## src/design/bbum_pkg.sv

```systemverilog
// Shared constants, types and helpers of the box blur unsharp mask block.
package bbum_pkg;

   localparam int DEF_KERNEL    = 3;
   localparam int DEF_MAX_WIDTH = 1024;
   localparam int MAX_HEIGHT    = 1024;
   localparam int MIN_DIM       = 3;

   localparam int CH_W     = 8;
   localparam int CH_COUNT = 3;
   localparam int PIX_W    = CH_W * CH_COUNT;
   localparam int CH_MAX   = 255;

   localparam int CFG_DIM_W  = 11;
   localparam int GAIN_W     = 12;
   localparam int CSR_DATA_W = 12;
   localparam int CSR_IDX_W  = 2;

   localparam int RST_WIDTH  = 640;
   localparam int RST_HEIGHT = 480;
   localparam int RST_GAIN   = 256;

   localparam int ROW_W = $clog2(MAX_HEIGHT);
   localparam int FH_W  = $clog2(MAX_HEIGHT + 1);

   // gain is Q4.8: product carries 8 fraction bits
   localparam int GAIN_FRAC  = 8;
   localparam int ROUND_HALF = 128;

   localparam int JOB_DEPTH = 4;
   localparam int OUT_DEPTH = 16;

   localparam logic CMD_PIXEL = 1'b0;
   localparam logic CMD_FLUSH = 1'b1;

   typedef enum logic [CSR_IDX_W-1:0] {
      CSR_IMAGE_WIDTH  = 2'd0,
      CSR_IMAGE_HEIGHT = 2'd1,
      CSR_SHARPEN_GAIN = 2'd2
   } csr_index_type;

   typedef struct packed {
      logic inner;
      logic frame_end;
   } job_flags_type;

   function automatic logic [CH_W-1:0] chan(input logic [PIX_W-1:0] p, input int idx);
      chan = p[(CH_COUNT - 1 - idx) * CH_W +: CH_W];
   endfunction

endpackage

```

## src/design/bbum_back.sv

```systemverilog
// Back end: box mean by reciprocal, positive difference, gain, rounding and clamp; non-inner pixels pass through.
module bbum_back import bbum_pkg::*; #(
   parameter int KERNEL = DEF_KERNEL,
   localparam int SUM_W = $clog2(KERNEL * KERNEL * CH_MAX + 1)
) (
   input  logic                           clock,
   input  logic                           reset,
   input  logic                           job_valid,
   input  logic [CH_COUNT-1:0][SUM_W-1:0] job_sum,
   input  logic [PIX_W-1:0]               job_src,
   input  job_flags_type                  job_flags,
   input  logic [GAIN_W-1:0]              sharpen_gain,
   output logic                           res_valid,
   output logic [PIX_W-1:0]               res_pixel,
   output logic                           res_frame_end
);

   localparam int DIV_D   = KERNEL * KERNEL;
   localparam int DIV_L   = $clog2(DIV_D);
   localparam int DIV_S   = SUM_W + DIV_L;
   localparam int RECIP_W = SUM_W + 2;
   localparam int PROD_W  = SUM_W + RECIP_W;
   localparam logic [63:0] RECIP_FULL =
      ((64'd1 << DIV_S) + 64'(DIV_D) - 64'd1) / 64'(DIV_D);
   localparam logic [RECIP_W-1:0] RECIP = RECIP_FULL[RECIP_W-1:0];
   localparam int GP_W  = GAIN_W + CH_W;
   localparam int INC_W = GP_W + 1 - GAIN_FRAC;
   localparam int TOT_W = INC_W + 1;

   logic                           v1_ff, v2_ff, v3_ff, v4_ff;
   logic [CH_COUNT-1:0][SUM_W-1:0] s1_sum_ff;
   logic [CH_COUNT-1:0][PROD_W-1:0] s2_prod_ff;
   logic [CH_COUNT-1:0][CH_W-1:0]  s3_diff_ff;
   logic [CH_COUNT-1:0][GP_W-1:0]  s4_gp_ff;
   logic [PIX_W-1:0]               s1_src_ff, s2_src_ff, s3_src_ff, s4_src_ff;
   job_flags_type                  s1_flags_ff, s2_flags_ff, s3_flags_ff, s4_flags_ff;
   logic [CH_W-1:0]                blur   [CH_COUNT];
   logic [GP_W:0]                  rnd    [CH_COUNT];
   logic [TOT_W-1:0]               tot    [CH_COUNT];

   always_ff @(posedge clock) begin
      if (reset) begin
         v1_ff <= 1'b0;
         v2_ff <= 1'b0;
         v3_ff <= 1'b0;
         v4_ff <= 1'b0;
      end else begin
         v1_ff <= job_valid;
         v2_ff <= v1_ff;
         v3_ff <= v2_ff;
         v4_ff <= v3_ff;
      end
   end

   always_comb begin
      for (int ch = 0; ch < CH_COUNT; ch++) begin
         blur[ch] = s2_prod_ff[ch][DIV_S +: CH_W];
      end
   end

   always_ff @(posedge clock) begin
      s1_sum_ff   <= job_sum;
      s1_src_ff   <= job_src;
      s1_flags_ff <= job_flags;
      s2_src_ff   <= s1_src_ff;
      s2_flags_ff <= s1_flags_ff;
      s3_src_ff   <= s2_src_ff;
      s3_flags_ff <= s2_flags_ff;
      s4_src_ff   <= s3_src_ff;
      s4_flags_ff <= s3_flags_ff;
      for (int ch = 0; ch < CH_COUNT; ch++) begin
         s2_prod_ff[ch] <= PROD_W'(s1_sum_ff[ch]) * PROD_W'(RECIP);
         // drop negative differences
         s3_diff_ff[ch] <= (chan(s2_src_ff, ch) > blur[ch]) ?
                           chan(s2_src_ff, ch) - blur[ch] : '0;
         s4_gp_ff[ch]   <= GP_W'(sharpen_gain) * GP_W'(s3_diff_ff[ch]);
      end
   end

   always_comb begin
      for (int ch = 0; ch < CH_COUNT; ch++) begin
         rnd[ch] = (GP_W + 1)'(s4_gp_ff[ch]) + (GP_W + 1)'(ROUND_HALF);
         tot[ch] = TOT_W'(chan(s4_src_ff, ch)) + TOT_W'(rnd[ch][GP_W:GAIN_FRAC]);
         if (!s4_flags_ff.inner) begin
            res_pixel[(CH_COUNT - 1 - ch) * CH_W +: CH_W] = chan(s4_src_ff, ch);
         end else if (tot[ch] > TOT_W'(CH_MAX)) begin
            res_pixel[(CH_COUNT - 1 - ch) * CH_W +: CH_W] = CH_W'(CH_MAX);
         end else begin
            res_pixel[(CH_COUNT - 1 - ch) * CH_W +: CH_W] = tot[ch][CH_W-1:0];
         end
      end
   end

   assign res_valid     = v4_ff;
   assign res_frame_end = s4_flags_ff.frame_end;

endmodule

```

## config.mk

```make
export PLATFORM = sky130hd
export DESIGN_NAME = bbum_back
export DESIGN_NICKNAME = d
export VERILOG_FILES = /design/src/design/bbum_pkg.sv /design/src/design/bbum_back.sv
export SDC_FILE = /design/constraint.sdc
export NUM_CORES = 1
export LEC_CHECK = 0
export ABC_AREA = 1
export ABC_CLOCK_PERIOD_IN_PS = 5900
export BUFFER_PORTS_ARGS = -buffer_cell sky130_fd_sc_hd__buf_4
export CAP_MARGIN = 20
export CORE_MARGIN = 2
export CORE_UTILIZATION = 46
export CTS_CLUSTER_DIAMETER = 40
export CTS_CLUSTER_SIZE = 8
export DETAILED_ROUTE_END_ITERATION = 10
export SKIP_LAST_GASP = 1
export SYNTH_ARGS = -nofsm -noshare
export SYNTH_HDL_FRONTEND = slang
export SYNTH_SLANG_ARGS = --single-unit
```

## constraint.sdc

```tcl
create_clock -name clock -period 5.9 [get_ports clock]
set_input_delay 1.18 -clock clock [delete_from_list [all_inputs] [get_ports clock]]
set_output_delay 1.18 -clock clock [all_outputs]
set_load 0.005 [all_outputs]
```

==> impl_metrics.yaml <==
global_routing:
  overflow: 0
  grt_pass1_vias: 19100
  grt_use_total_pct: 19.7
  grt_pass1_wl_um: 88200
  antenna_found_initial: 0
  grt_max_degree: 25
layout:
  nFillCells: 4882
  drive_above_1_share_pct: 6.54
  final_net_count: 3775
  multi_input_comb_area_mm2: 0.0161
  layout.area.seq_mm2: 0.00462
  syn2layout_area_growth_pct: 11.7
  n_antenna_cell: 0
logic_synthesis:
  syn-num-nets: 3679
  synthTopCellsByArea: "fa_1 (23%), dfxtp_1 (19%), ha_1 (19%)"
  yosysWarnings: 0
  ys_async_sr_fraction_pct: 0
  synth_compound_area_share_pct: 6.56
  synth_top_family_by_area: "adder cells"
  synth-edff-count: 0
  synthAdderAreaFrac_pct: 41.5
  synth_top_area_cell: "fa_1"
  yosysSeqAreaShare_pct: 19.3
  synth_cell_type_count: 49
  synth_ff_type: "dfxtp_1"
  synth-seq-cells: 231
  synth_top_area_share_pct: 22.8
  synthXorXnorAreaFrac_pct: 3.88
  netlist_area_mm2: 0.0239
  synth_mux_area_share_pct: 0
  avgSynthCellArea_um2: 8.06
  syn_inst: 2972
  synthSimpleGateAreaFrac_pct: 15.4
power_and_ir_drop:
  intPower_mw: 7.76
  power.density_mw_per_mm2: 578
  switchingPower_mw: 7.69
  seq_power_share_pct: 16.0
  vdd_drop_max_mv: 0.292
  pwr-share-clk_pct: 15.1
  p_sw_share_pct: 49.8
  combPwrFrac_pct: 68.9
  p_leak_nw: 15.8
placed_design:
  dp_slack_ns: 0.589
  hpwl_um: 41300
  gp_congestion: 0.869
  portBuffers: 102
floorplan:
  die_area_mm2: 0.0539
  die_x_um: 232
  start_util_pct: 46.6
  dieHeight_um: 232
  rows: 83
  pin_count: 103
  coreArea_mm2: 0.0514
routing:
  first_pass_iters: 5
  drc_errors: 0
  detail_route.wl_per_cell_um: 13.2
  drt_iter0_markers: 803
  wl_um: 49900
  vias_per_cell: 4.84
  ant_nets: 0
  vias: 18200
clocking:
  clockRootBuffer: "clkbuf_16"
  postCtsSetupBuffers: 0
  clkTransAtPathRegs_ns: 0.05
  cts_buffer_depth: 3
  cts_tree: "yes"
  clock_latency_ns: 0.55
  ctsHoldBuffers: 0
  htreeDepth: 2
  cts.sinks: 231
  numCtsBuffers: 43
  cts_resized: 0
sta:
  slew_violations: 0
  fmax_ghz: 0.206
  layout_min_cycle_time_ns: 4.85
  setup_violations: 0
  slew_headroom_pct: 59.3
  worst_pin_slew_ns: 0.610
  hold_violations: 0
  finalCritPeriodShare_pct: 82.2
  fin_tns_setup_ns: 0
  clock_skew_ns: 0.0137
  rsz0062_at_grt: "no"
  setup_ws_ns: 1.05
worst_setup_path:
  max_stage_delay_ns: 0.55
  worstPathArrival_ns: 5.29
  crit_path_end_kind: "flip-flop"
  crit_chain: "buf_4 > nand2_1 > inv_1 > fa_1 > fa_1 > fa_1 > inv_1 > fa_1 > inv_1 > ha_1 > a21oi_1 > o21ai_0 > a221oi_1 > nand2_1 > nand2_1 > nand2_1"
  cp_top_family: "adder cells"
  cp-start-kind: "input pin"
  cp_max_fo: 24
  criticalPathCategory: "input pin to flip-flop"
  required_ns: 6.34
  cp.buffers_inverters: 4
  cp_slowest_cell: "fa_1"
run_status:
  status: "complete, no violations"
worst_hold_path:
  hp-class: "flip-flop to flip-flop"
flow_run:
  cap_viol_max_count: 0
[per-layer routing]
metal  track usage (%)  routed length, um  vias to the layer above
li1                  -                  -                     9190
met1              26.1              23300                     8688
met4              4.83                859                        0
met3              2.60               1710                       62
met5                 0                  0                        -
met2              33.8              24000                      287
[cells by family after synthesis]
logic type / Yosys count
xor+xnor: 106
buf+inv: 853
simple gates: 878
fa+ha+maj: 630
compound gates: 274
flops: 231
[synth_stat cells, drive strengths merged, types with 5 or more instances]
cell and n:
inv 800, o21ai 67, xnor2 36, nor2 154, nand4 32, o31ai 6, nand3 80, o21a 6
a31oi 11, nand3b 7, or2 9, nor3 13, nand2 572, a21oi 135, fa 273, xor2 70
nor4 5, o21bai 7, dfxtp 231, ha 357, a21o 19, clkbuf 50, a221oi 5
[through the flow]
step | hold WS, ns | util [%] | total power [mW] | cell area (um2) | std cells
after global placement | 0.310 | 49.3 | 12.9 | 25400 | 3703
after detailed placement | 0.312 | 49.3 | 13.1 | 25400 | 3703
after global routing | 0.327 | 52.0 | 17.5 | 26700 | 3768
final | 0.320 | 52.0 | 15.4 | 26700 | 3768
after CTS | 0.320 | 52.0 | 15.6 | 26700 | 3768
after floorplan | 0.310 | - | 10.6 | 23900 | 2972
[sequential cells by signal, summed over array words and instances, names as in the netlist, 24 cells and up]
register	flops
s1_src_ff	24
s4_gp_ff	39
s1_sum_ff	36
s3_diff_ff	24
blur	24
s4_src_ff	24
s3_src_ff	24
s2_src_ff	24
[layout by cell type, fill, tap and decap left out, types with 44 or more instances in the layout]
| cell | Yosys | routed |
|---|---|---|
| ha_1 | 357 | 357 |
| nor2_1 | 148 | 148 |
| nand3_1 | 76 | 76 |
| dfxtp_1 | 231 | 231 |
| nand2_1 | 564 | 564 |
| xor2_1 | 70 | 70 |
| clkbuf_16 | 0 | 44 |
| inv_1 | 799 | 799 |
| a21oi_1 | 135 | 135 |
| fa_1 | 273 | 273 |
| buf_4 | 1 | 103 |
| o21ai_0 | 54 | 54 |
[power by group through the flow]
stage | Clock [mW] | Combinational (mW) | Sequential (mW)
4_1_cts | 2.40 | 10.7 | 2.47
2_1_floorplan | 0 | 8.41 | 2.20
3_3_place_gp | 0 | 10.4 | 2.49
3_5_place_dp | 0 | 10.6 | 2.49
5_1_grt | 2.48 | 12.5 | 2.52
6_report | 2.34 | 10.6 | 2.47
[layout make-up]
| class | count | share of cell area [%] |
|---|---|---|
| Clock inverter | 17 | 0.921 |
| Clock buffer | 48 | 4.25 |
| Tap cell | 680 | 3.18 |
| Multi-Input combinational cell | 1888 | 60.2 |
| Sequential cell | 231 | 17.3 |
| Inverter | 801 | 11.2 |
| Timing Repair Buffer | 103 | 2.89 |
[final timing paths]
check	start	to	slack, ns	cells past startpoint
setup reg to reg	s3_diff_ff[14]	s4_gp_ff[39]	1.28	15
hold reg to reg	s3_src_ff[19]	s4_src_ff[19]	0.32	0
setup / recovery	sharpen_gain[6]	s4_gp_ff[39]	1.05	16
hold / removal	s3_src_ff[19]	s4_src_ff[19]	0.32	0
Note: power is estimated with default switching activity, not from simulation.
