`config.mk`:
```
export PLATFORM = sky130hd
export DESIGN_NAME = bbum_fifo
export DESIGN_NICKNAME = d
export VERILOG_FILES = /design/src/design/bbum_pkg.sv /design/src/design/bbum_fifo.sv
export SDC_FILE = /design/constraint.sdc
export NUM_CORES = 1
export LEC_CHECK = 0
export ABC_CLOCK_PERIOD_IN_PS = 6300
export BUFFER_PORTS_ARGS = -buffer_cell sky130_fd_sc_hd__buf_2
export CORE_MARGIN = 4
export CORE_UTILIZATION = 49
export DETAILED_ROUTE_END_ITERATION = 8
export PLACE_DENSITY_LB_ADDON = 0.3
export SLEW_MARGIN = 0
export SYNTH_ARGS = -nofsm -noshare
export SYNTH_HDL_FRONTEND = slang
export SYNTH_SLANG_ARGS = --single-unit
export TNS_END_PERCENT = 10
```
`constraint.sdc`:
```
create_clock -name clock -period 6.3 [get_ports clock]
set_input_delay 1.26 -clock clock [delete_from_list [all_inputs] [get_ports clock]]
set_output_delay 1.26 -clock clock [all_outputs]
set_load 0.005 [all_outputs]
```
`src/design/bbum_pkg.sv`:
```
// Shared constants, types and helpers of the box blur unsharp mask block.
package bbum_pkg;

   localparam int DEF_KERNEL    = 3;
   localparam int DEF_MAX_WIDTH = 1024;
   localparam int MAX_HEIGHT    = 1024;
   localparam int MIN_DIM       = 3;

   localparam int CH_W     = 8;
   localparam int CH_COUNT = 3;
   localparam int PIX_W    = CH_W * CH_COUNT;
   localparam int CH_MAX   = 255;

   localparam int CFG_DIM_W  = 11;
   localparam int GAIN_W     = 12;
   localparam int CSR_DATA_W = 12;
   localparam int CSR_IDX_W  = 2;

   localparam int RST_WIDTH  = 640;
   localparam int RST_HEIGHT = 480;
   localparam int RST_GAIN   = 256;

   localparam int ROW_W = $clog2(MAX_HEIGHT);
   localparam int FH_W  = $clog2(MAX_HEIGHT + 1);

   // gain is Q4.8: product carries 8 fraction bits
   localparam int GAIN_FRAC  = 8;
   localparam int ROUND_HALF = 128;

   localparam int JOB_DEPTH = 4;
   localparam int OUT_DEPTH = 16;

   localparam logic CMD_PIXEL = 1'b0;
   localparam logic CMD_FLUSH = 1'b1;

   typedef enum logic [CSR_IDX_W-1:0] {
      CSR_IMAGE_WIDTH  = 2'd0,
      CSR_IMAGE_HEIGHT = 2'd1,
      CSR_SHARPEN_GAIN = 2'd2
   } csr_index_type;

   typedef struct packed {
      logic inner;
      logic frame_end;
   } job_flags_type;

   function automatic logic [CH_W-1:0] chan(input logic [PIX_W-1:0] p, input int idx);
      chan = p[(CH_COUNT - 1 - idx) * CH_W +: CH_W];
   endfunction

endpackage

```
`src/design/bbum_fifo.sv`:
```
// Small register FIFO; the caller never pushes into a full queue.
module bbum_fifo import bbum_pkg::*; #(
   parameter int WIDTH = PIX_W,
   parameter int DEPTH = OUT_DEPTH
) (
   input  logic             clock,
   input  logic             reset,
   input  logic             push,
   input  logic [WIDTH-1:0] push_data,
   input  logic             pop,
   output logic             empty,
   output logic [WIDTH-1:0] head_data
);

   localparam int AW = (DEPTH > 1) ? $clog2(DEPTH) : 1;
   localparam int CW = $clog2(DEPTH + 1);

   logic [WIDTH-1:0] store_ff [DEPTH];
   logic [AW-1:0]    wr_ptr_ff, wr_ptr_in, rd_ptr_ff, rd_ptr_in;
   logic [CW-1:0]    count_ff, count_in;
   logic             do_pop;

   assign empty     = (count_ff == '0);
   assign do_pop    = pop && !empty;
   assign head_data = store_ff[rd_ptr_ff];

   always_comb begin
      wr_ptr_in = wr_ptr_ff;
      rd_ptr_in = rd_ptr_ff;
      count_in  = count_ff;
      if (push) begin
         wr_ptr_in = (wr_ptr_ff == AW'(DEPTH - 1)) ? '0 : wr_ptr_ff + AW'(1);
      end
      if (do_pop) begin
         rd_ptr_in = (rd_ptr_ff == AW'(DEPTH - 1)) ? '0 : rd_ptr_ff + AW'(1);
      end
      if (push && !do_pop) begin
         count_in = count_ff + CW'(1);
      end else if (!push && do_pop) begin
         count_in = count_ff - CW'(1);
      end
   end

   always_ff @(posedge clock) begin
      if (reset) begin
         wr_ptr_ff <= '0;
         rd_ptr_ff <= '0;
         count_ff  <= '0;
      end else begin
         wr_ptr_ff <= wr_ptr_in;
         rd_ptr_ff <= rd_ptr_in;
         count_ff  <= count_in;
      end
   end

   always_ff @(posedge clock) begin
      if (push) begin
         store_ff[wr_ptr_ff] <= push_data;
      end
   end

endmodule

```
==> results.toml, run 1 <==
[run_status]
outcome = "finished clean"

[setup_path]
arrival_ns = 3.12
crit_path_start_kind = "flip-flop"
rr_worst_depth = 9
cp.required_ns = 5.04
crit_slowest_cell = "dfxtp_4"
rr_startpoint = "count_ff[1]$_SDFFE_PP0P_"
end_kind = "output pin"
r2r_end = "count_ff[4]$_SDFFE_PP0P_"
rrSetupSlack_ns = 3.34
max_stage_delay_ns = 0.83
critical_path_class = "reg -> out"
crit_chain = "buf_4, mux4_2, a22oi_1, nand2_1, buf_2"
path_max_fanout = 37

[layout]
syn2layout_area_growth_pct = 13.29
multi_input_area_mm2 = 0.003218
seq_area_mm2 = 0.01188
fillers = 2221
nets = 814
fin_cells = 1199
drive_gt1_share_pct = 28.89
fin_area_mm2 = 0.01731
diodes = 0

[min_path]
min_path_type = "reg -> reg"
holdPathStages = 2
hold_start = "rd_ptr_ff[3]$_SDFFE_PP0N_"

[sta]
fin_tns_setup_ns = 0
finalCritPeriodShare_pct = 69.58
hold_viol = 0
max_slew_margin_pct = 33.78
fmax_mhz = 228.1
post-route-min-period_ns = 4.384
drv_slew = 0
fin_skew_ns = 0.01433
worstMarginPinSlew_ns = 0.9933
setup_viol = 0
worst_slack_ns = 1.916
rsz0062_at_grt = "false"

[place]
portBuffers = 52
dpl_worst_slack_ns = 2.389
place_area_mm2 = 0.01604
dpl.hpwl_um = 16520
dp_cells = 1130
gp_congestion = 0.7483

[detailed_routing]
ant_nets = 0
wl_per_cell_um = 26.59
drc_errors = 0
avgViaCountPerCell = 6.078
vias = 7288
drt_iter0_drc = 843
first_pass_iters = 4
routed_wl_um = 31890

[clock_network]
cts_setup_buffers = 0
cts.sinks = 401
cts_hold_buffers = 0
cts-root-buf = "clkbuf_16"
h-tree-depth = 2
clkTransAtPathRegs_ns = 0.06
clk_latency_ns = 0.52
clockBufferDepth = 3
ctsResizeCount = 0
cts_tree = "built"
cts_made_buffers = 40

[global_routing]
grtUsageTotal_pct = 19.21
grt_pass1_vias = 7538
antenna_found_initial = 1
grt_pass1_wl_um = 48260
grt_max_degree = 64
grt-ovfl-total = 0

[synthesis]
yosys-top-cells-area = "edfxtp_1 75%, mux4_2 14%, a22oi_1 2.4%"
synth_top_cell_by_area = "edfxtp_1"
syn_nets = 733
ys_types = 36
synth_cells = 695
ys_seq_area_share_pct = 77.70
synth-seq-cells = 401
syn_area_per_cell_um2 = 21.98
yosys_warnings = 0
synthDominantCellAreaShare_pct = 75.47
syn_area_mm2 = 0.01528

[run]
maxCapViolations = 0

[power]
leakage_nw = 5.557
vdd_drop_max_uv = 239.9
cellPowerDensity_mw_per_mm2 = 360.2

[die]
io-pin-count = 53
fp.dieH_um = 184.6
die_w_um = 184.6
num_rows = 64
dieArea_mm2 = 0.03407
core_mm2 = 0.03067
start_util_pct = 49.82
-- worst max-delay path: cells and delay by family, from the launching register on --
kind / cells / cell delay (ns)
mux: 1 / 0.59
flops: 1 / 0.83
compound gates: 1 / 0.20
simple gates: 1 / 0.13
buf+inv: 2 / 0.82
-- stage by stage --
step                power [mW]  utilization, %  hold slack (ns)
CTS                      6.297           56.44           0.5231
global route             6.499           56.44           0.5685
detailed placement       4.015           52.29           0.5112
finish                   6.235           56.44           0.5111
global placement         3.973           52.29           0.4894
floorplan                3.780               -           0.4720
-- cells in the mapped netlist --
cell type,count
a21oi_1,9
ha_1,9
a21o_1,1
o21ai_2,1
fa_1,1
buf_2,10
nor2b_1,3
a311o_1,1
and2_1,17
xor2_1,3
a31oi_1,1
nand2_1,28
mux2_2,1
and3b_1,1
nor3b_1,1
o211ai_1,1
nor2_1,14
nand2b_1,1
a22oi_1,48
or3b_2,1
xnor2_1,1
clkbuf_1,21
dfxtp_1,17
mux4_2,96
a211oi_1,1
nor4bb_1,1
or3_1,1
o21ai_0,2
nand3_1,4
and3_1,2
mux2i_1,3
edfxtp_1,384
nor4_1,1
inv_1,3
or4_1,1
buf_6,5
-- per-layer routing --
layer,routed length (µm),global-route usage [%],up-vias
met1,13270,27.80,3880
met4,667,4.910,2
met3,2171,3.000,52
met2,15770,31.21,280
li1,-,-,3074
met5,13,0,-
-- how the worst max path moves through the flow --
| stage | startpoint | endpoint | slack (ns) | cells after the start |
|---|---|---|---|---|
| after floorplan | flip-flop | head_data[10] | 3.48 | 5 |
| after global placement | flip-flop | head_data[2] | 2.40 | 5 |
| after detailed placement | flip-flop | head_data[2] | 2.39 | 5 |
| after CTS | flip-flop | head_data[2] | 1.80 | 5 |
| after global routing | flip-flop | head_data[2] | 1.60 | 5 |
| final | flip-flop | head_data[2] | 1.92 | 5 |
-- cell type report --
class                      count  share of cell area [%]
clock inverter                16                  0.9831
timing repair buffer          75                   2.501
clock buffer                  53                   6.368
tap                          396                   2.863
multi-input combinational    255                   18.59
sequential                   401                   68.63
inverter                       3                 0.06506
-- flip-flops by register name, summed over array words and instances, names as in the netlist, named ones only --
name       cells
wr_ptr_ff      4
store_ff     384
rd_ptr_ff      4
count_ff       5
-- power by group --
group | internal [mW] | switching (mW) | total (mW)
Sequential | 2.97 | 0.118 | 3.09
Combinational | 0.480 | 0.380 | 0.860
Clock | 1.35 | 0.933 | 2.29
Total | 4.80 | 1.43 | 6.23
-- logic make-up after synthesis --
kind of cell / after synthesis / synth area share (%)
DFF: 401 / 77.70
muxes: 100 / 14.42
and+or+nand+nor: 76 / 2.465
AOI/OAI and AO/OA: 65 / 3.030
buffers and inverters: 39 / 1.286
adders and majority gates: 10 / 0.8681
xor gates and xnor gates: 4 / 0.2293
-- cells in the final DEF, fill, tap and decap left out, types with 3 or more instances in the layout --
| cell | count |
|---|---|
| clkinv_2 | 5 |
| nand3_1 | 4 |
| ha_1 | 9 |
| buf_2 | 52 |
| mux4_2 | 96 |
| and2_1 | 17 |
| a21oi_1 | 9 |
| clkbuf_16 | 42 |
| inv_1 | 3 |
| buf_4 | 23 |
| bufinv_16 | 3 |
| mux2i_1 | 3 |
| clkbuf_1 | 10 |
| a22oi_1 | 48 |
| nand2_1 | 28 |
| nor2_1 | 13 |
| edfxtp_1 | 384 |
| clkinv_1 | 6 |
| dfxtp_1 | 15 |
| xor2_1 | 3 |
Note: power is estimated with default switching activity, not from simulation.
==> run 2, diff against run 1 <==
ABC_CLOCK_PERIOD_IN_PS = 4100   (was 6300)
clock period = 4.1 ns   (was 6.3 ns; I/O delays follow)
==> results.toml, run 2 (synthesized netlist as in run 1, its figures left out) <==
[sta]
worst_slack_ns = 0.5959
drv_slew = 0
fmax_mhz = 285.4
fin_skew_ns = 0.01107
fin_tns_setup_ns = 0
post-route-min-period_ns = 3.504
setup_viol = 0
max_slew_margin_pct = 42.40
worstMarginPinSlew_ns = 0.8630
hold_viol = 0
finalCritPeriodShare_pct = 85.46
rsz0062_at_grt = "false"

[setup_path]
path_max_fanout = 29
cp.required_ns = 3.28
arrival_ns = 2.68
critical_path_class = "reg -> out"
end_kind = "output pin"
crit_path_start_kind = "flip-flop"

[power]
cellPowerDensity_mw_per_mm2 = 546.6
vdd_drop_max_uv = 275.7
total_power_mw = 9.469
leakage_nw = 5.555

[die]
num_rows = 64
io-pin-count = 53
dieArea_mm2 = 0.03407
fp.dieH_um = 184.6
die_w_um = 184.6
core_mm2 = 0.03067
start_util_pct = 49.82

[detailed_routing]
ant_nets = 0
drc_errors = 0
first_pass_iters = 5
drt_iter0_drc = 696
routed_wl_um = 32290
vias = 7251
wl_per_cell_um = 26.91
avgViaCountPerCell = 6.043

[layout]
fin_cells = 1200
top_register = "store_ff"
syn2layout_area_growth_pct = 13.40
final_common_cell = "edfxtp_1"
diodes = 0
fillers = 2233
drive_gt1_share_pct = 28.98
nets = 819
largest_reg_flops = 384
top_regs = "store_ff x384, count_ff x5"
final_cell_mix = "384 x edfxtp_1, 96 x mux4_2, 52 x buf_2"

[clock_network]
clkTransAtPathRegs_ns = 0.06
cts_made_buffers = 39
cts_hold_buffers = 0
clk_latency_ns = 0.52
cts_setup_buffers = 0
cts_tree = "built"
cts-root-buf = "clkbuf_16"
clockBufferDepth = 3
cts.sinks = 401
h-tree-depth = 2
ctsResizeCount = 0

[place]
gp_congestion = 0.7481
dp_cells = 1136
portBuffers = 52
dpl_worst_slack_ns = 1.091
dpl.hpwl_um = 17300

[global_routing]
grt_pass1_vias = 7591
antenna_found_initial = 2
grt_max_degree = 45
grt_pass1_wl_um = 48380
grtUsageTotal_pct = 19.35
grt-ovfl-total = 0

[min_path]
min_path_type = "reg -> reg"

[run]
maxCapViolations = 0

[run_status]
outcome = "finished clean"
## run 2: changes by cell type in the layout (fill, tap and decap cells not counted), sizes merged
| cell | previous run | this run |
|---|---|---|
| clkinv | 13 | 10 |
| clkinvlp | 0 | 1 |
| inv | 3 | 4 |
| clkbuf | 53 | 49 |
| buf | 75 | 81 |
## run 2: final cells by class
class	count	area [µm²]	area share, %
inverters	3	11.26	0.06500
repair buffers	81	528.0	3.048
clock buffers	49	1035	5.972
well taps	396	495.5	2.860
clock inverters	15	158.9	0.9172
flip-flops and latches	401	11880	68.56
multi-input cells	255	3218	18.57
## run 2: report_power, final
group / total, mW / switching [mW] / internal (mW) / leakage [nW]
logic: 1.40 / 0.632 / 0.768 / 1.37
clock network: 3.37 / 1.40 / 1.97 / 0.576
registers: 4.70 / 0.134 / 4.56 / 3.61
total: 9.47 / 2.17 / 7.30 / 5.55
## run 2: per-layer routing
layer	vias up	global-route usage [%]	share of wire, %
met5	-	0	0.065
met3	50	3.493	7.7
met4	4	4.496	1.8
met1	3829	27.68	40
li1	3082	-	-
met2	286	31.68	51
## run 2: worst paths after layout
kind	startpoint	to	slack, ns	depth (start not counted)
worst max-delay path	flip-flop	head_data[7]	0.60	5
worst min-delay path	rd_ptr_ff[0]$_SDFFE_PP0N_	flip-flop	0.51	2
worst max register to register	count_ff[1]$_SDFFE_PP0P_	count_ff[3]$_SDFFE_PP0P_	1.19	9
worst min register to register	rd_ptr_ff[0]$_SDFFE_PP0N_	flip-flop	0.51	2
## run 2: per-stage QoR
stage          utilization [%]  hold slack, ns  cell area, µm²
2_1_floorplan                -          0.4720           15280
3_3_place_gp             52.60          0.4884           16130
3_5_place_dp             52.60          0.4990           16130
4_1_cts                  56.49          0.5127           17330
5_1_grt                  56.49          0.5408           17330
6_report                 56.49          0.5079           17330
## run 2: worst max-delay path: stages (launching register included)
cell and delay [ns]:
dfxtp_4 0.74, buf_4 0.42, mux4_2 0.56, a22oi_1 0.21, nand2_1 0.09, buf_2 0.13
==> run 3, diff against run 2 <==
CELL_PAD_IN_SITES_DETAIL_PLACEMENT = 0   (was not set)
CELL_PAD_IN_SITES_GLOBAL_PLACEMENT = 2   (was not set)
==> results.toml, run 3 (synthesized netlist as in run 1, its figures left out) <==
[run]
maxCapViolations = 0

[layout]
drive_gt1_share_pct = 28.84
final_cell_mix = "384 x edfxtp_1, 96 x mux4_2, 52 x buf_2"
fin_cells = 1204
post-route-util_pct = 56.49
diodes = 0
largest_reg_flops = 384
syn2layout_area_growth_pct = 13.39
nets = 816
final_common_cell = "edfxtp_1"
top_register = "store_ff"
top_regs = "store_ff x384, count_ff x5"

[place]
dp_cells = 1132
dpl.hpwl_um = 16050
portBuffers = 52
gp_congestion = 0.7107

[min_path]
min_path_type = "reg -> reg"
holdPathStages = 2
hold_start = "rd_ptr_ff[0]$_SDFFE_PP0N_"

[global_routing]
grt-ovfl-total = 0
grt_pass1_vias = 7554
antenna_found_initial = 3
grtUsageTotal_pct = 18.80
grt_pass1_wl_um = 47060
grt_max_degree = 47

[sta]
drv_slew = 0
rsz0062_at_grt = "false"
fin_skew_ns = 0.01153
finalCritPeriodShare_pct = 82.87
hold_viol = 0
fin_tns_setup_ns = 0
worstMarginPinSlew_ns = 0.7406
setup_viol = 0
post-route-min-period_ns = 3.398
max_slew_margin_pct = 50.63
fmax_mhz = 294.3

[die]
fp.dieH_um = 184.6
dieArea_mm2 = 0.03407
die_w_um = 184.6
num_rows = 64
start_util_pct = 49.82
io-pin-count = 53
core_mm2 = 0.03067

[setup_path]
r2r_end = "count_ff[4]$_SDFFE_PP0P_"
rrSetupSlack_ns = 1.29
path_max_fanout = 45
cp.required_ns = 3.28
rr_worst_depth = 9
critical_path_class = "reg -> out"
rr_startpoint = "count_ff[1]$_SDFFE_PP0P_"
end_kind = "output pin"
crit_path_start_kind = "flip-flop"
arrival_ns = 2.58

[power]
cellPowerDensity_mw_per_mm2 = 549.5
vdd_drop_max_uv = 305.0
leakage_nw = 5.554

[clock_network]
clk_latency_ns = 0.52
cts_hold_buffers = 0
cts.sinks = 401
cts_setup_buffers = 0
h-tree-depth = 2
cts-root-buf = "clkbuf_16"
clkTransAtPathRegs_ns = 0.06
cts_made_buffers = 40
cts_tree = "built"
ctsResizeCount = 0
clockBufferDepth = 3

[detailed_routing]
avgViaCountPerCell = 5.983
routed_wl_um = 31340
first_pass_iters = 5
drt_iter0_drc = 518
ant_nets = 0
drc_errors = 0
vias = 7203
wl_per_cell_um = 26.03

[run_status]
outcome = "finished clean"
run 3: power breakdown:
| group | internal [mW] | switching [mW] | total, mW |
|---|---|---|---|
| Sequential | 4.56 | 0.120 | 4.68 |
| Combinational | 0.756 | 0.626 | 1.38 |
| Clock | 2.02 | 1.44 | 3.45 |
| Total | 7.34 | 2.18 | 9.52 |
run 3: routing by layer:
| metal | part of all wire [%] | up-vias | GRT usage [%] |
|---|---|---|---|
| li1 | - | 3081 | - |
| met2 | 49 | 196 | 30.76 |
| met3 | 5.0 | 48 | 3.375 |
| met1 | 44 | 3872 | 27.07 |
| met4 | 1.7 | 6 | 3.993 |
| met5 | 0.13 | - | 0 |
run 3: through the flow:
step / hold WS (ns) / instance area (µm²) / setup slack [ns] / total power [mW]
floorplan: 0.4720 / 15280 / 1.513 / 5.809
global placement: 0.4906 / 16080 / 1.234 / 6.154
detailed placement: 0.5086 / 16080 / 1.206 / 6.188
CTS: 0.5169 / 17320 / 0.6417 / 9.645
global route: 0.5571 / 17320 / 0.5349 / 9.936
finish: 0.5209 / 17320 / 0.7022 / 9.520
run 3: layout make-up:
cell class              count  area [µm²]
multi-input cells         255        3218
clock inverters            24       195.2
flip-flops and latches    401       11880
well taps                 396       495.5
clock buffers              48        1052
repair buffers             77       473.0
inverters                   3       11.26
fillers                  2276       13350
run 3: worst max-delay path by stage:
stage,endpoint,slack [ns],cells past startpoint
floorplan,count_ff[4]$_SDFFE_PP0P_,1.51,9
global placement,head_data[1],1.23,5
detailed placement,head_data[16],1.21,5
CTS,head_data[16],0.64,5
global route,head_data[1],0.53,5
finish,head_data[1],0.70,5
run 3: worst max-delay path, stage by stage, from the launching register on:
cell and delay [ns]:
dfxtp_4 0.83, buf_4 0.39, mux4_2 0.33, a22oi_1 0.19, nand2_1 0.14, buf_2 0.16
